### config.mk
export PLATFORM = sky130hd
export DESIGN_NAME = lifecycle_key_selector
export DESIGN_NICKNAME = d
export VERILOG_FILES = /design/src/rtl/lks_pkg.sv /design/src/rtl/lifecycle_key_selector.sv
export SDC_FILE = /design/constraint.sdc
export NUM_CORES = 1
export LEC_CHECK = 0
export ABC_CLOCK_PERIOD_IN_PS = 5150
export BUFFER_PORTS_ARGS = -buffer_cell sky130_fd_sc_hd__buf_2
export CORE_MARGIN = 2
export CORE_UTILIZATION = 56
export CTS_CLUSTER_DIAMETER = 60
export DETAILED_ROUTE_END_ITERATION = 10
export HOLD_SLACK_MARGIN = 0.03
export PLACE_DENSITY = 0.85
export RECOVER_POWER = 50
export SYNTH_ARGS = -nofsm -noshare
export SYNTH_HDL_FRONTEND = slang
export SYNTH_SLANG_ARGS = --single-unit
### constraint.sdc
create_clock -name clk -period 5.15 [get_ports clk]
set_input_delay 0.2575 -clock clk [delete_from_list [all_inputs] [get_ports clk]]
set_output_delay 0.2575 -clock clk [all_outputs]
set_load 0.01 [all_outputs]
### src/rtl/lks_pkg.sv
// ----------------------------------------------------------------------------
// lks_pkg
// Shared types, codes and the lifecycle policy for the key selector.
// ----------------------------------------------------------------------------
package lks_pkg;

    // Table geometry
    localparam int MAX_KEYS  = 16;
    localparam int KEY_IDX_W = $clog2(MAX_KEYS);
    localparam int CNT_W     = KEY_IDX_W + 1;
    localparam int ID_W      = 32;
    localparam int TYPE_W    = 2;
    localparam int ENTRY_W   = ID_W + TYPE_W;
    localparam int RND_W     = 32;
    localparam int STATUS_W  = 2;
    localparam int LIFE_W    = 3;
    localparam int CODE_W    = 8;
    localparam int VWORD_W   = 32;
    localparam int VWORDS    = 4;
    localparam int CFG_IDX_W = 3;
    localparam int CFG_DAT_W = 32;

    // Item kinds
    localparam logic KIND_WRITE  = 1'b0;
    localparam logic KIND_LOOKUP = 1'b1;

    // Key types
    localparam logic [TYPE_W-1:0] KTYPE_TEST = 2'd0;
    localparam logic [TYPE_W-1:0] KTYPE_PROD = 2'd1;
    localparam logic [TYPE_W-1:0] KTYPE_DEV  = 2'd2;
    localparam logic [TYPE_W-1:0] KTYPE_BAD  = 2'd3;

    // Lifecycle states
    localparam logic [LIFE_W-1:0] LC_TEST     = 3'd0;
    localparam logic [LIFE_W-1:0] LC_PROD     = 3'd1;
    localparam logic [LIFE_W-1:0] LC_PROD_EOL = 3'd2;
    localparam logic [LIFE_W-1:0] LC_DEV      = 3'd3;
    localparam logic [LIFE_W-1:0] LC_RMA      = 3'd4;

    // Result status codes
    localparam logic [STATUS_W-1:0] ST_OK    = 2'd0;
    localparam logic [STATUS_W-1:0] ST_BAD   = 2'd1;
    localparam logic [STATUS_W-1:0] ST_FAULT = 2'd2;

    // Configuration register indexes
    localparam logic [CFG_IDX_W-1:0] REG_KEY_COUNT  = 3'd0;
    localparam logic [CFG_IDX_W-1:0] REG_WALK_STEP  = 3'd1;
    localparam logic [CFG_IDX_W-1:0] REG_LIFE_STATE = 3'd2;
    localparam logic [CFG_IDX_W-1:0] REG_TRUE_CODE  = 3'd3;
    localparam logic [CFG_IDX_W-1:0] REG_VALID_0    = 3'd4;
    localparam logic [CFG_IDX_W-1:0] REG_VALID_1    = 3'd5;
    localparam logic [CFG_IDX_W-1:0] REG_VALID_2    = 3'd6;
    localparam logic [CFG_IDX_W-1:0] REG_VALID_3    = 3'd7;

    // Reset values
    localparam logic [CNT_W-1:0]     KEY_COUNT_RST = CNT_W'(1);
    localparam logic [KEY_IDX_W-1:0] WALK_STEP_RST = KEY_IDX_W'(1);
    localparam logic [CODE_W-1:0]    TRUE_CODE_RST = 8'd165;

    typedef enum logic [1:0] {
        SEL_IDLE,
        SEL_WALK,
        SEL_DONE
    } sel_state_t;

    // Lifecycle policy for one matching entry: ok, refused or fault
    function automatic logic [STATUS_W-1:0] judge(
        input logic [TYPE_W-1:0] ktype,
        input logic [LIFE_W-1:0] life,
        input logic              otp_ok
    );
        logic [STATUS_W-1:0] verdict;
        verdict = ST_FAULT;
        if (ktype != KTYPE_BAD) begin
            unique case (life)
                LC_TEST:
                    verdict = (ktype == KTYPE_DEV) ? ST_BAD : ST_OK;
                LC_PROD, LC_PROD_EOL:
                    verdict = (ktype == KTYPE_PROD && otp_ok) ? ST_OK : ST_BAD;
                LC_DEV:
                    verdict = (ktype != KTYPE_TEST && otp_ok) ? ST_OK : ST_BAD;
                LC_RMA:
                    verdict = (ktype != KTYPE_DEV && otp_ok) ? ST_OK : ST_BAD;
                default:
                    verdict = ST_FAULT;
            endcase
        end
        return verdict;
    endfunction

endpackage

### src/rtl/lifecycle_key_selector.sv
// ----------------------------------------------------------------------------
// lifecycle_key_selector
// Key table engine: stores key ids and types, and picks a key for a sought id
// by walking the table under the lifecycle policy.
// ----------------------------------------------------------------------------
// A write item stores one entry and yields no result. A lookup item walks n
// entries (n = key_count, capped at 16) from a start index set by the random
// word, reading one entry per cycle from the single-port key memory; its
// result passes from the walk through the done state into the output register;
// a fault ends the walk early, and a key count of zero skips the walk.
// One item is worked on at a time; a finished result waits in the output
// register while the next item is taken.
module lifecycle_key_selector (
    input  logic                              clk,
    input  logic                              rst_n,
    input  logic                              in_valid,
    output logic                              in_ready,
    input  logic                              kind,
    input  logic [lks_pkg::KEY_IDX_W-1:0]     entry_index,
    input  logic [lks_pkg::ID_W-1:0]          key_id,
    input  logic [lks_pkg::TYPE_W-1:0]        key_class,
    input  logic [lks_pkg::RND_W-1:0]         random_word,
    output logic                              out_valid,
    input  logic                              out_ready,
    output logic [lks_pkg::STATUS_W-1:0]      status,
    output logic [lks_pkg::KEY_IDX_W-1:0]     chosen_index,
    input  logic                              cfg_wr_en,
    input  logic [lks_pkg::CFG_IDX_W-1:0]     cfg_index,
    input  logic [lks_pkg::CFG_DAT_W-1:0]     cfg_wdata
);
    import lks_pkg::*;

    // Configuration registers
    logic [CNT_W-1:0]     key_count_reg;
    logic [KEY_IDX_W-1:0] walk_step_reg;
    logic [LIFE_W-1:0]    life_state_reg;
    logic [CODE_W-1:0]    true_code_reg;
    logic [VWORD_W-1:0]   valid_word_reg [VWORDS];

    // Key memory: type in the top bits, id below
    logic [ENTRY_W-1:0]   key_mem [MAX_KEYS];
    logic [ENTRY_W-1:0]   rdata_reg;

    // Control
    sel_state_t           state_reg, state_next;
    logic [KEY_IDX_W-1:0] addr_reg;
    logic [CNT_W-1:0]     remain_reg;
    logic [CNT_W-1:0]     n_reg;
    logic [ID_W-1:0]      id_reg;
    logic                 p_vld_reg;
    logic [KEY_IDX_W-1:0] p_idx_reg;
    logic                 fault_reg;
    logic                 have_reg;
    logic [KEY_IDX_W-1:0] cand_reg;
    logic                 out_valid_reg;
    logic [STATUS_W-1:0]  status_reg;
    logic [KEY_IDX_W-1:0] chosen_reg;

    logic                 accept;
    logic                 lookup_go;
    logic                 issue;
    logic                 load_out;
    logic                 walk_over;
    logic [CNT_W-1:0]     n_eff;
    logic [RND_W+CNT_W-1:0] start_prod;
    logic [KEY_IDX_W-1:0] start_idx;
    logic [CNT_W-1:0]     step_sum;
    logic [CNT_W-1:0]     step_wrap;
    logic                 step_bad;
    logic                 id_match;
    logic [CODE_W-1:0]    vbyte;
    logic [STATUS_W-1:0]  verdict;

    // Take configuration writes
    always_ff @(posedge clk or negedge rst_n)
    begin
        if (!rst_n)
        begin
            key_count_reg  <= KEY_COUNT_RST;
            walk_step_reg  <= WALK_STEP_RST;
            life_state_reg <= LC_TEST;
            true_code_reg  <= TRUE_CODE_RST;
            for (int w = 0; w < VWORDS; w++)
            begin
                valid_word_reg[w] <= '0;
            end
        end
        else if (cfg_wr_en)
        begin
            unique case (cfg_index)
                REG_KEY_COUNT:  key_count_reg     <= cfg_wdata[CNT_W-1:0];
                REG_WALK_STEP:  walk_step_reg     <= cfg_wdata[KEY_IDX_W-1:0];
                REG_LIFE_STATE: life_state_reg    <= cfg_wdata[LIFE_W-1:0];
                REG_TRUE_CODE:  true_code_reg     <= cfg_wdata[CODE_W-1:0];
                REG_VALID_0:    valid_word_reg[0] <= cfg_wdata[VWORD_W-1:0];
                REG_VALID_1:    valid_word_reg[1] <= cfg_wdata[VWORD_W-1:0];
                REG_VALID_2:    valid_word_reg[2] <= cfg_wdata[VWORD_W-1:0];
                REG_VALID_3:    valid_word_reg[3] <= cfg_wdata[VWORD_W-1:0];
            endcase
        end
    end

    // Effective key count and walk start index
    assign n_eff      = (key_count_reg > CNT_W'(MAX_KEYS)) ? CNT_W'(MAX_KEYS) : key_count_reg;
    assign start_prod = (RND_W+CNT_W)'(random_word) * (RND_W+CNT_W)'(n_eff);
    assign start_idx  = start_prod[RND_W +: KEY_IDX_W];

    assign accept    = in_valid && in_ready;
    assign lookup_go = accept && (kind == KIND_LOOKUP);

    // Next walk index, wrapped once
    assign step_sum  = CNT_W'(addr_reg) + CNT_W'(walk_step_reg);
    assign step_wrap = (step_sum >= n_reg) ? (step_sum - n_reg) : step_sum;
    assign step_bad  = (step_wrap >= n_reg);

    assign walk_over = ((remain_reg == '0) || fault_reg) && !p_vld_reg;

    // Next state
    always_comb
    begin
        state_next = state_reg;
        unique case (state_reg)
            SEL_IDLE:
            begin
                if (lookup_go)
                begin
                    state_next = (n_eff == '0) ? SEL_DONE : SEL_WALK;
                end
            end
            SEL_WALK:
            begin
                if (walk_over)
                begin
                    state_next = SEL_DONE;
                end
            end
            SEL_DONE:
            begin
                if (!out_valid_reg || out_ready)
                begin
                    state_next = SEL_IDLE;
                end
            end
            default: state_next = SEL_IDLE;
        endcase
    end

    // State outputs
    always_comb
    begin
        in_ready = 1'b0;
        issue    = 1'b0;
        load_out = 1'b0;
        unique case (state_reg)
            SEL_IDLE: in_ready = 1'b1;
            SEL_WALK: issue    = (remain_reg != '0) && !fault_reg;
            SEL_DONE: load_out = !out_valid_reg || out_ready;
            default:  in_ready = 1'b0;
        endcase
    end

    always_ff @(posedge clk or negedge rst_n)
    begin
        if (!rst_n)
        begin
            state_reg <= SEL_IDLE;
        end
        else
        begin
            state_reg <= state_next;
        end
    end

    // Write entries and read one entry per walk step
    always_ff @(posedge clk)
    begin
        if (accept && (kind == KIND_WRITE))
        begin
            key_mem[entry_index] <= {key_class, key_id};
        end
        if (issue)
        begin
            rdata_reg <= key_mem[addr_reg];
        end
    end

    // Policy check on the entry read last cycle
    assign id_match = (rdata_reg[ID_W-1:0] == id_reg);
    assign vbyte    = valid_word_reg[p_idx_reg[KEY_IDX_W-1:2]][{p_idx_reg[1:0], 3'b000} +: CODE_W];
    assign verdict  = judge(rdata_reg[ENTRY_W-1:ID_W], life_state_reg, vbyte == true_code_reg);

    // Walk address, counter and lookup payload
    always_ff @(posedge clk)
    begin
        if (lookup_go)
        begin
            addr_reg <= start_idx;
            n_reg    <= n_eff;
            id_reg   <= key_id;
        end
        else if (issue)
        begin
            addr_reg <= step_wrap[KEY_IDX_W-1:0];
        end
        if (issue)
        begin
            p_idx_reg <= addr_reg;
        end
    end

    // Walk control and candidate tracking
    always_ff @(posedge clk or negedge rst_n)
    begin
        if (!rst_n)
        begin
            remain_reg <= '0;
            p_vld_reg  <= 1'b0;
            fault_reg  <= 1'b0;
            have_reg   <= 1'b0;
            cand_reg   <= '0;
        end
        else if (lookup_go)
        begin
            remain_reg <= n_eff;
            p_vld_reg  <= 1'b0;
            fault_reg  <= 1'b0;
            have_reg   <= 1'b0;
            cand_reg   <= '0;
        end
        else
        begin
            p_vld_reg <= issue;
            if (issue)
            begin
                remain_reg <= remain_reg - CNT_W'(1);
            end
            if ((issue && step_bad) || (p_vld_reg && id_match && verdict == ST_FAULT))
            begin
                fault_reg <= 1'b1;
            end
            if (p_vld_reg && id_match && verdict == ST_OK)
            begin
                have_reg <= 1'b1;
                cand_reg <= p_idx_reg;
            end
        end
    end

    // Hold the result until taken
    always_ff @(posedge clk or negedge rst_n)
    begin
        if (!rst_n)
        begin
            out_valid_reg <= 1'b0;
        end
        else if (load_out)
        begin
            out_valid_reg <= 1'b1;
        end
        else if (out_ready)
        begin
            out_valid_reg <= 1'b0;
        end
    end

    always_ff @(posedge clk)
    begin
        if (load_out)
        begin
            if (fault_reg)
            begin
                status_reg <= ST_FAULT;
                chosen_reg <= '0;
            end
            else if (have_reg)
            begin
                status_reg <= ST_OK;
                chosen_reg <= cand_reg;
            end
            else
            begin
                status_reg <= ST_BAD;
                chosen_reg <= '0;
            end
        end
    end

    assign out_valid    = out_valid_reg;
    assign status       = status_reg;
    assign chosen_index = chosen_reg;

endmodule
# [Word level (Yosys, flattened, before mapping)]
# Memory sizes are Yosys's and may differ from the RTL's. A register that Yosys moved wholly into a read port is not among the register bits.
# Cells that the tools add are included.
[totals] ramBits=544 out_inout_bits=8 register_bits=214 memories=1 wordCells=133
[memory_table] name="key_mem" words=16 word_bits=34 read_ports=1 rd_ports_with_merged_regs=1 wr=1 line="lifecycle_key_selector.sv:41" text="logic [ENTRY_W-1:0] key_mem [MAX_KEYS];"
[op_classes] order_cmp=4 mul=1 n_eq_ne=23 shift=1 bitwise_logic=3 mux=35 reduce_logical=41 addsub=3
[op_table] cell="32-bit binary-select mux with 2-bit select" n=1
[op_table] cell="32-bit two-way mux" n=2
[op_table] cell="32-bit by 5-bit multiplier with 36-bit output" n=1
[op_table] cell="32-bit equality test" n=1
[op_table] cell="32-bit by 6-bit indexed part select with 8-bit output" n=1
[op_table] cell="5-bit two-way mux" n=4
[op_table] cell="1-bit two-way mux" n=17
[op_table] cell="4-bit two-way mux" n=4
[op_table] cell="2-bit AND reduction" n=8
[op_table] cell="3-bit equality test (second input constant)" n=5
[op_table] cell="3-bit by 2-bit equality test with 1-bit output (second input constant)" n=4
[op_table] cell="1-bit logical AND" n=12
[op_table] cell="5-bit >= comparator" n=2
[op_table] cell="5-bit logical NOT" n=2
[op_table] cell="2-bit two-way mux" n=5
[op_table] cell="2-bit inequality test (second input constant)" n=5
[op_table] cell="2-bit nonzero test" n=5
[op_table] cell="8-bit equality test" n=1
[op_table] cell="2-bit case mux with 4 select lines" n=1
[op_table] cell="2-bit equality test (second input constant)" n=3
[op_table] cell="3-bit by 1-bit equality test with 1-bit output (second input constant)" n=2
[op_table] cell="3-bit logical NOT" n=2
[op_table] cell="2-bit case mux with 3 select lines" n=1
[op_table] cell="4-bit by 4-bit adder with 5-bit output" n=1
[op_table] cell="13 further kinds" n=21

# [Longest topological paths before layout]
# Gate-level depths: netlist of the first run.
[depth] ltp_word=15 ltp_mapped=20 ltp_nobuf=19

# [Least setup slack after synthesis of the first run]
# Ideal clock, no wire load.
[synth_timing] kind="register to register" from="register key_count_reg[4]" to="register addr_reg[1], data pin" path_slack_ps=344 synth_period_minus_slack_ps=4806 path_buffers=2 path_stages_with_launch=17 arrival_time_ps=4546 required_ps=4890 path_cell_list="dfrtp_1 clkbuf_1 nor2b_1 clkbuf_1 nand2_1 fa_1 fa_1 fa_1 inv_1 ha_1 a2111oi_0 o21ai_0 a221oi_1 a311oi_1 nor4_1 xnor2_1 mux2_2"
[synth_between] elab_chain_len=4
[synth_lines] item="start, declared" line="lifecycle_key_selector.sv:34" text="logic [CNT_W-1:0] key_count_reg;"
[synth_lines] item="start signal, assigned" line="lifecycle_key_selector.sv:91" text="REG_KEY_COUNT: key_count_reg <= cfg_wdata[CNT_W-1:0];"
[synth_lines] item="5-bit > comparator" line="lifecycle_key_selector.sv:104" text="assign n_eff = (key_count_reg > CNT_W'(MAX_KEYS)) ? CNT_W'(MAX_KEYS) : key_count_reg;"
[synth_lines] item="5-bit two-way mux" line="lifecycle_key_selector.sv:104"
[synth_lines] item="named net n_eff[2]" line="lifecycle_key_selector.sv:64" text="logic [CNT_W-1:0] n_eff;"
[synth_lines] item="32-bit by 5-bit multiplier with 36-bit output" line="lifecycle_key_selector.sv:105" text="assign start_prod = (RND_W+CNT_W)'(random_word) * (RND_W+CNT_W)'(n_eff);"
[synth_lines] item="4-bit two-way mux" line="lifecycle_key_selector.sv:195" text="if (lookup_go)"
[synth_lines] item="end signal, assigned" line="lifecycle_key_selector.sv:197" text="addr_reg <= start_idx;"
[synth_lines] item="end signal, assigned" line="lifecycle_key_selector.sv:203" text="addr_reg <= step_wrap[KEY_IDX_W-1:0];"
[synth_lines] item="end, declared" line="lifecycle_key_selector.sv:46" text="logic [KEY_IDX_W-1:0] addr_reg;"
# The timed path passes the listed nets, and every way through them passes these cells.
# A chain may end at the register's enable or synchronous reset.

# [Worst setup path after layout of the first run]
[layout_timing] from="register key_count_reg[4]" to="register addr_reg[2], data pin"
[layout_between] elab_chain_len=4
[layout_lines] item="5-bit > comparator" line="lifecycle_key_selector.sv:104"
[layout_lines] item="5-bit two-way mux (*)" line="lifecycle_key_selector.sv:104"
[layout_lines] item="32-bit by 5-bit multiplier with 36-bit output (*)" line="lifecycle_key_selector.sv:105"
[layout_lines] item="4-bit two-way mux (*)" line="lifecycle_key_selector.sv:195"
# Mark *: on every way between the ends. The rest lies on a longest branch, timed or not.

==> results of run 1 <==
-- per-layer routing --
layer  global-route usage, %  share of wire (%)  vias to the layer above
li1                        -                  -                     8052
met2                    43.8                 52                      890
met4                    7.31                2.6                        8
met1                    33.5                 38                     9963
met3                    4.47                7.7                      157
met5                       0              0.061                        -
-- cell usage after synthesis, types with 2 or more instances --
cell	instances	area (µm²)
or2_2	3	18.8
nor2b_1	10	62.6
and3_1	7	43.8
mux2i_1	13	130
and2_1	124	776
a211oi_1	2	15.0
mux4_1	5	131
a311oi_1	2	17.5
dfrtp_1	157	3930
a221o_1	2	20.0
a21oi_1	27	135
xor2_1	39	342
nor3_1	16	80.1
nor3b_1	2	15.0
a22oi_1	2	15.0
inv_1	140	526
mux2_2	149	1680
buf_1	9	33.8
nand4_1	9	56.3
nand2b_1	10	62.6
clkbuf_1	60	225
a31oi_1	3	18.8
or3_1	6	37.5
nor2_1	25	93.8
a21o_1	13	97.6
o21a_1	2	15.0
nand4b_1	4	35.0
buf_2	10	50.1
o211ai_1	2	15.0
xnor2_1	28	245
dfstp_2	6	158
o21ai_0	16	80.1
nand3_1	14	70.1
nor4_1	13	81.3
nand2_1	73	274
edfxtp_1	629	18900
ha_1	58	726
fa_1	90	1800
buf_6	3	33.8
mux4_2	197	4440
-- worst max-delay path by stage --
| stage | slack [ps] | start | cells past startpoint | end |
|---|---|---|---|---|
| after floorplan | 340 | key_count_reg[4] | 16 | addr_reg[1] |
| after global placement | 210 | key_count_reg[4] | 14 | addr_reg[2] |
| after detailed placement | 110 | key_count_reg[4] | 14 | addr_reg[2] |
| after CTS | 90 | key_count_reg[4] | 14 | addr_reg[2] |
| after global routing | 0.8 | key_count_reg[4] | 14 | addr_reg[1] |
| final | 410 | key_count_reg[4] | 14 | addr_reg[2] |
-- repair_timing --
item,4_1_cts,5_1_grt
setup buffers,0,5
setup endpoints to repair,0,4
resized for setup,0,4
hold endpoints to repair,812,0
hold buffers,67,0
-- cell families after synthesis --
kind of cell	share of synthesized area, %
AND/OR/NAND/NOR	4.91
flip-flops	64.4
multiplexers	17.9
AO/OA/AOI/OAI	1.57
XOR/XNOR	1.65
buffers and inverters	2.49
adder cells (fa/ha/maj)	7.09
-- power by group --
part           switching (mW)  internal (mW)
logic                    2.98           2.93
registers               0.317           7.59
clock network            2.42           3.19
-- stage by stage --
step | worst slack, ps | util (%) | hold slack (ps) | power, mW | std cells
after global routing | 0.811 | 64.5 | 63.9 | 20.4 | 3135
after detailed placement | 112 | 59.4 | 413 | 13.8 | 2921
after floorplan | 344 | - | -38.1 | 12.4 | 2000
final | 415 | 64.5 | 84.5 | 19.4 | 3135
after global placement | 213 | 59.4 | 388 | 13.6 | 2921
after CTS | 88.8 | 64.5 | 56.9 | 19.6 | 3129
-- cell type report --
cell class,instances,area (µm²)
repair buffers,230,1570
multi-input cells,985,11900
clock inverters,43,448
inverters,140,526
diodes,1,2.50
clock buffers,98,2080
flip-flops and latches,792,23000
well taps,846,1060
fillers,4147,22400
==> key figures, run 1 <==
Clocking
  • Worst-Skew Late Latency: about 640 ps
  • Clock sink count: 792
  • Max clock buf depth: 3
  • Clock root cell: clkbuf_16
  • H-tree levels: 3
  • CTS tree: yes
  • Total CTS buffers: 77
  • Clock slew at reported path FFs: 60 ps

Placement
  • Placed cell area: 37,400 µm²
  • DP HPWL: 45.5 mm
  • RePlAce Congestion: 0.836
  • Port Buffers: 118

Logic synthesis
  • Yosys warns: 0
  • Synth Instances: 2,000
  • FFs w/ async S/R, synth: 20.6%
  • Top_reg_cell synth: edfxtp_1
  • Yosys cell types: 60
  • Syn_area_per_cell: 17.8 µm²
  • FF+latch count, synth: 792
  • EDFF count, synth: 629
  • Post-synthesis sequential area ratio: 64.4%
  • Mapped Nets: 2,259
  • Mapped Area: roughly 36,000 µm²

Critical path
  • Cell count of the worst reg-to-reg path: 14
  • Critical Path RT: 5500 ps
  • Reg2reg start: key_count_reg[4]
  • Slowest CP cell: fa_1
  • Reg-to-reg endpoint: addr_reg[2]
  • Critical Path AT: 5080 ps
  • Delay-heaviest family, CP: adder cells
  • Reg2reg setup slack: 410 ps
  • Crit. End Element: register
  • Critical path's most frequent cell: fa_1
  • Critical path fanouts, max: 37
  • Crit start category: register
  • Critical path class: register to register
  • Critical-path cell list: buf_6, nand2_1, fa_1, fa_1, fa_1, inv_1, ha_1, a2111oi_0, o21ai_0, a221oi_2, a311oi_1, o41ai_1, and3_1, o31ai_1
  • Max stage delay on crit path: approximately 520 ps
  • Worst Path Buf+Inv: 2

Route
  • 1st-pass router iterations: 5
  • Routed vias/inst: 6.08
  • DR DRC count: 0
  • Final ANT Viol Nets: 0
  • Wire per inst: 25.8 µm
  • Via count: around 19,000
  • Initial drt markers: 1,971
  • Drt total wl: just over 80 mm

Cells and area
  • Nets@finish: 2,485
  • Most common cell after layout, fill and taps aside: edfxtp_1
  • Max reg flops: 544
  • Design Area, Final: 40,600 µm²
  • Fraction of layout cells with a size suffix above 1: 27.0%
  • Most frequent cells in the layout: 629 x edfxtp_1, 197 x mux4_2, 157 x dfrtp_1, 149 x mux2_2, 138 x inv_1
  • Area growth, synth to finish: 13.8%

Die
  • IO Pins: 119
  • DIE AREA: about 66,000 µm²
  • Core Area: around 63,000 µm²
  • Initial Util: approximately 57%
  • Die Wd: 256 µm
  • Die H: 256 µm
  • Row cnt: 92

Worst hold path
  • Hold WC Path Type: input port to register
  • Hold path depth: 2
  • Hold Path Sink: walk_step_reg[3]
  • Hold_sp: cfg_wdata[3]

Timing
  • RSZ-0062 raised after global routing: false
  • Final Critical Period: 4740 ps
  • Worst slew margin: -57.8%
  • Setup TNS: 0 ps
  • Worst-Margin Slew: 2370 ps
  • Final Skew: 30.0 ps
  • Hold Fails Final Rpt: 0
  • Setup violators final: 0
  • Max Freq: around 0.21 GHz
  • Final Cycle Share: between 90% and 100%
  • Fin. max-slew vios: 232

Power
  • Max IR drop VDD: 0.317 mV
  • Pwr Density: 479 nW/µm²
  • Leakage power: 14.9 nW

GRT
  • Overall Global Routing Usage: 25.4%
  • First-pass GRT wire length: 126 mm
  • Largest net degree at the start of global routing: 100
  • GR Overflow Total: 0
  • Vias in the first global route: roughly 21,000
  • Initial antenna violation count: 5

Status
  • Failing checks: capacitance limit, slew limit
  • Status: finished, violations left

Job
  • Max-Cap Viols: 5
Power figures use the tool's default switching activity.
==> run 2, diff against run 1 <==
--- a/config.mk
+++ b/config.mk
@@ -14,5 +14,4 @@
 export HOLD_SLACK_MARGIN = 0.03
 export PLACE_DENSITY = 0.85
-export RECOVER_POWER = 50
 export SYNTH_ARGS = -nofsm -noshare
 export SYNTH_HDL_FRONTEND = slang
==> constraint.sdc (replaced) <==
create_clock -name clk -period 5.15 [get_ports clk]
set_input_delay 0.7725 -clock clk [delete_from_list [all_inputs] [get_ports clk]]
set_output_delay 0.7725 -clock clk [all_outputs]
set_load 0.01 [all_outputs]
==> run 2 against run 1 <==
  * The run now ends clean
  * Worst hold slack better by 230 ps
  * Wire length is 0.11% lower
  * Design area is 1.8% lower
  * Largest cell class unchanged
==> key figures, run 2 (synthesis gave the netlist of run 1 again) <==
Status
  • Status: finished clean (was finished, violations left)

GRT
  • Largest net degree at the start of global routing: 126 (was 100)
  • GR Overflow Total: 0 (unchanged)
  • First-pass GRT wire length: 123 mm (was 126 mm)
  • Initial antenna violation count: 8 (was 5)
  • Overall Global Routing Usage: 25.2% (was 25.4%)
  • Vias in the first global route: 20,000 (was 20,700)

Timing
  • Hold slack final: 315 ps (was 84.5 ps)
  • RSZ-0062 raised after global routing: true (was false)
  • Setup violators final: 0 (unchanged)
  • Hold Fails Final Rpt: 0 (unchanged)
  • Worst-Margin Slew: 1380 ps (was 2370 ps)
  • Max Freq: 0.204 GHz (was 0.211 GHz)
  • Final Critical Period: 4900 ps (was 4740 ps)
  • Setup TNS: 0 ps (unchanged)
  • Fin. max-slew vios: 0 (was 232)
  • Final Cycle Share: 95.1% (was 91.9%)
  • Worst slew margin: 7.52% (was -57.8%)
  • Setup WS post-layout: 250 ps (was 415 ps)
  • Final Skew: 16.2 ps (was 30.0 ps)

Critical path
  • Critical path class: register to register (unchanged)
  • Critical Path AT: 5260 ps (was 5080 ps)
  • Reg2reg setup slack: 250 ps (was 410 ps)
  • Critical path fanouts, max: 29 (was 37)
  • Reg2reg start: key_count_reg[4] (unchanged)
  • Worst Setup EP: addr_reg[1] (was addr_reg[2])
  • Critical Path RT: 5510 ps (was 5500 ps)
  • Crit start category: register (unchanged)
  • Reg-to-reg endpoint: addr_reg[1] (was addr_reg[2])
  • Cell count of the worst reg-to-reg path: 16 (was 14)
  • CP startpoint: key_count_reg[4] (unchanged)
  • Crit. End Element: register (unchanged)

Route
  • Initial drt markers: 2,066 (was 1,971)
  • DR DRC count: 0 (unchanged)
  • Max layer used: met5 (unchanged)
  • Via count: 18,900 (was 19,100)
  • 1st-pass router iterations: 5 (unchanged)
  • Routed met1 length: 31.0 mm (was 30.6 mm)
  • Drt total wl: 80.8 mm (was 80.9 mm)
  • Met3 Wirelength: 5.72 mm (was 6.23 mm)
  • Routed vias/inst: 6.16 (was 6.08)
  • Wire per inst: 26.4 µm (was 25.8 µm)
  • Final ANT Viol Nets: 0 (unchanged)
  • Routed length on met2: 42.3 mm (was 41.9 mm)

Power
  • P_sw: 5.70 mW (was 5.72 mW)
  • Power share of the sequential group: 41.0% (was 40.7%)
  • Comb pwr share: 30.5% (was 30.4%)
  • Leakage power: 14.7 nW (was 14.9 nW)
  • Pwr Density: 485 nW/µm² (was 479 nW/µm²)
  • Int Pwr: 13.6 mW (was 13.7 mW)
  • Sw Share: 29.5% (was 29.4%)
  • Total Power: 19.3 mW (was 19.4 mW)
  • Clock network fraction of total power: 28.6% (was 28.9%)
  • Max IR drop VDD: 0.423 mV (was 0.317 mV)

Clocking
  • Worst-Skew Late Latency: 620 ps (was 640 ps)
  • H-tree levels: 3 (unchanged)
  • Post-CTS setup buffer count: 0 (unchanged)
  • CTS tree: yes (unchanged)
  • Max clock buf depth: 3 (unchanged)
  • Clock root cell: clkbuf_16 (unchanged)
  • Clock sink count: 792 (unchanged)
  • Total CTS buffers: 75 (was 77)
  • Clock slew at reported path FFs: 60 ps (about the same)

Placement
  • DP HPWL: 46.3 mm (was 45.5 mm)
  • RePlAce Congestion: 0.863 (was 0.836)
  • Port Buffers: 118 (unchanged)
  • Setup slack at placement: 36.9 ps (was 112 ps)

Die
  • Die H: 256 µm (unchanged)
  • Row cnt: 92 (unchanged)
  • IO Pins: 119 (unchanged)
  • Die Wd: 256 µm (unchanged)
  • Core Area: 63,000 µm² (unchanged)
  • Initial Util: 56.6% (unchanged)
  • DIE AREA: 65,700 µm² (unchanged)

Cells and area
  • Fillers: 4,213 (was 4,147)
  • Max reg flops: 544 (unchanged)
  • Area growth, synth to finish: 11.8% (was 13.8%)
  • Most frequent cells in the layout: 629 x edfxtp_1, 197 x mux4_2, 157 x dfrtp_1, 149 x mux2_2, 138 x inv_1 (unchanged)
  • Most common cell after layout, fill and taps aside: edfxtp_1 (unchanged)
  • Fraction of layout cells with a size suffix above 1: 29.5% (was 27.0%)
  • Nets@finish: 2,413 (was 2,485)

Job
  • Max-Cap Viols: 0 (was 5)

Worst hold path
  • Hold WC Path Type: input port to async pin (was input port to register)
==> run 2: changes by cell type in the layout (fill, tap and decap cells not counted), sizes merged <==
cell,previous run,this run
clkbuf,139,99
clkinv,33,25
buf,122,160
clkinvlp,2,3
dlygate4sd3,67,0
diode,1,3
bufinv,6,5
==> run 2: layer usage <==
layer / vias to the layer above / global-route usage (%)
met5: - / 0
met4: 8 / 6.77
met3: 151 / 4.02
met2: 833 / 43.5
met1: 9962 / 33.5
li1: 7897 / -
==> run 2: what timing repair did <==
item                                    CTS  global route
gates resized for setup                   0             5
endpoints found under the setup margin    0             4
hold buffers                              0             0
==> run 2: worst max-delay path, cell delays in order, from the launching register on <==
cell and delay (ps):
dfrtp_1 460, nor2b_2 290, buf_6 260, and2_1 180
fa_1 440, fa_1 490, inv_1 50, fa_1 480
inv_1 40, ha_1 280, a21o_1 190, a21o_1 190
a221oi_2 330, a311oi_1 180, nor4_1 410, xnor2_1 110
mux2_2 270
==> run 2: power groups by stage <==
stage          clock network (mW)  registers, mW  logic, mW
2_1_floorplan                   0           7.91       4.47
3_3_place_gp                    0           7.98       5.60
3_5_place_dp                    0           8.03       5.86
4_1_cts                      5.58           7.91       5.95
5_1_grt                      5.79           7.96       6.44
6_report                     5.52           7.92       5.88
==> run 2: worst min-delay path by stage <==
stage	to	cells after the start	startpoint	slack [ps]
after floorplan	p_idx_reg[0]	0	addr_reg[0]	450
after global placement	valid_word_reg[71]	1	valid_word_reg[71]	480
after detailed placement	valid_word_reg[64]	1	valid_word_reg[64]	490
after CTS	valid_word_reg[126]	1	rst_n	370
after global routing	valid_word_reg[54]	1	rst_n	410
final	valid_word_reg[94]	1	rst_n	310
==> run 2: final cells by class <==
cell class / count / area (µm²) / area share [%]
Sequential cell: 792 / 23000 / 57.6
Multi-Input combinational cell: 985 / 11900 / 29.9
Clock buffer: 99 / 2100 / 5.27
Tap cell: 846 / 1060 / 2.66
Timing Repair Buffer: 160 / 933 / 2.34
Inverter: 140 / 526 / 1.32
Clock inverter: 35 / 337 / 0.844
Antenna cell: 3 / 7.51 / 0.0188
==> run 2: per-stage QoR <==
stage               util, %  instances  instance area [µm²]
finish                 63.3       3060                39900
floorplan                 -       2000                35700
detailed placement     59.4       2922                37400
CTS                    63.3       3056                39800
global placement       59.4       2922                37400
global route           63.3       3058                39900
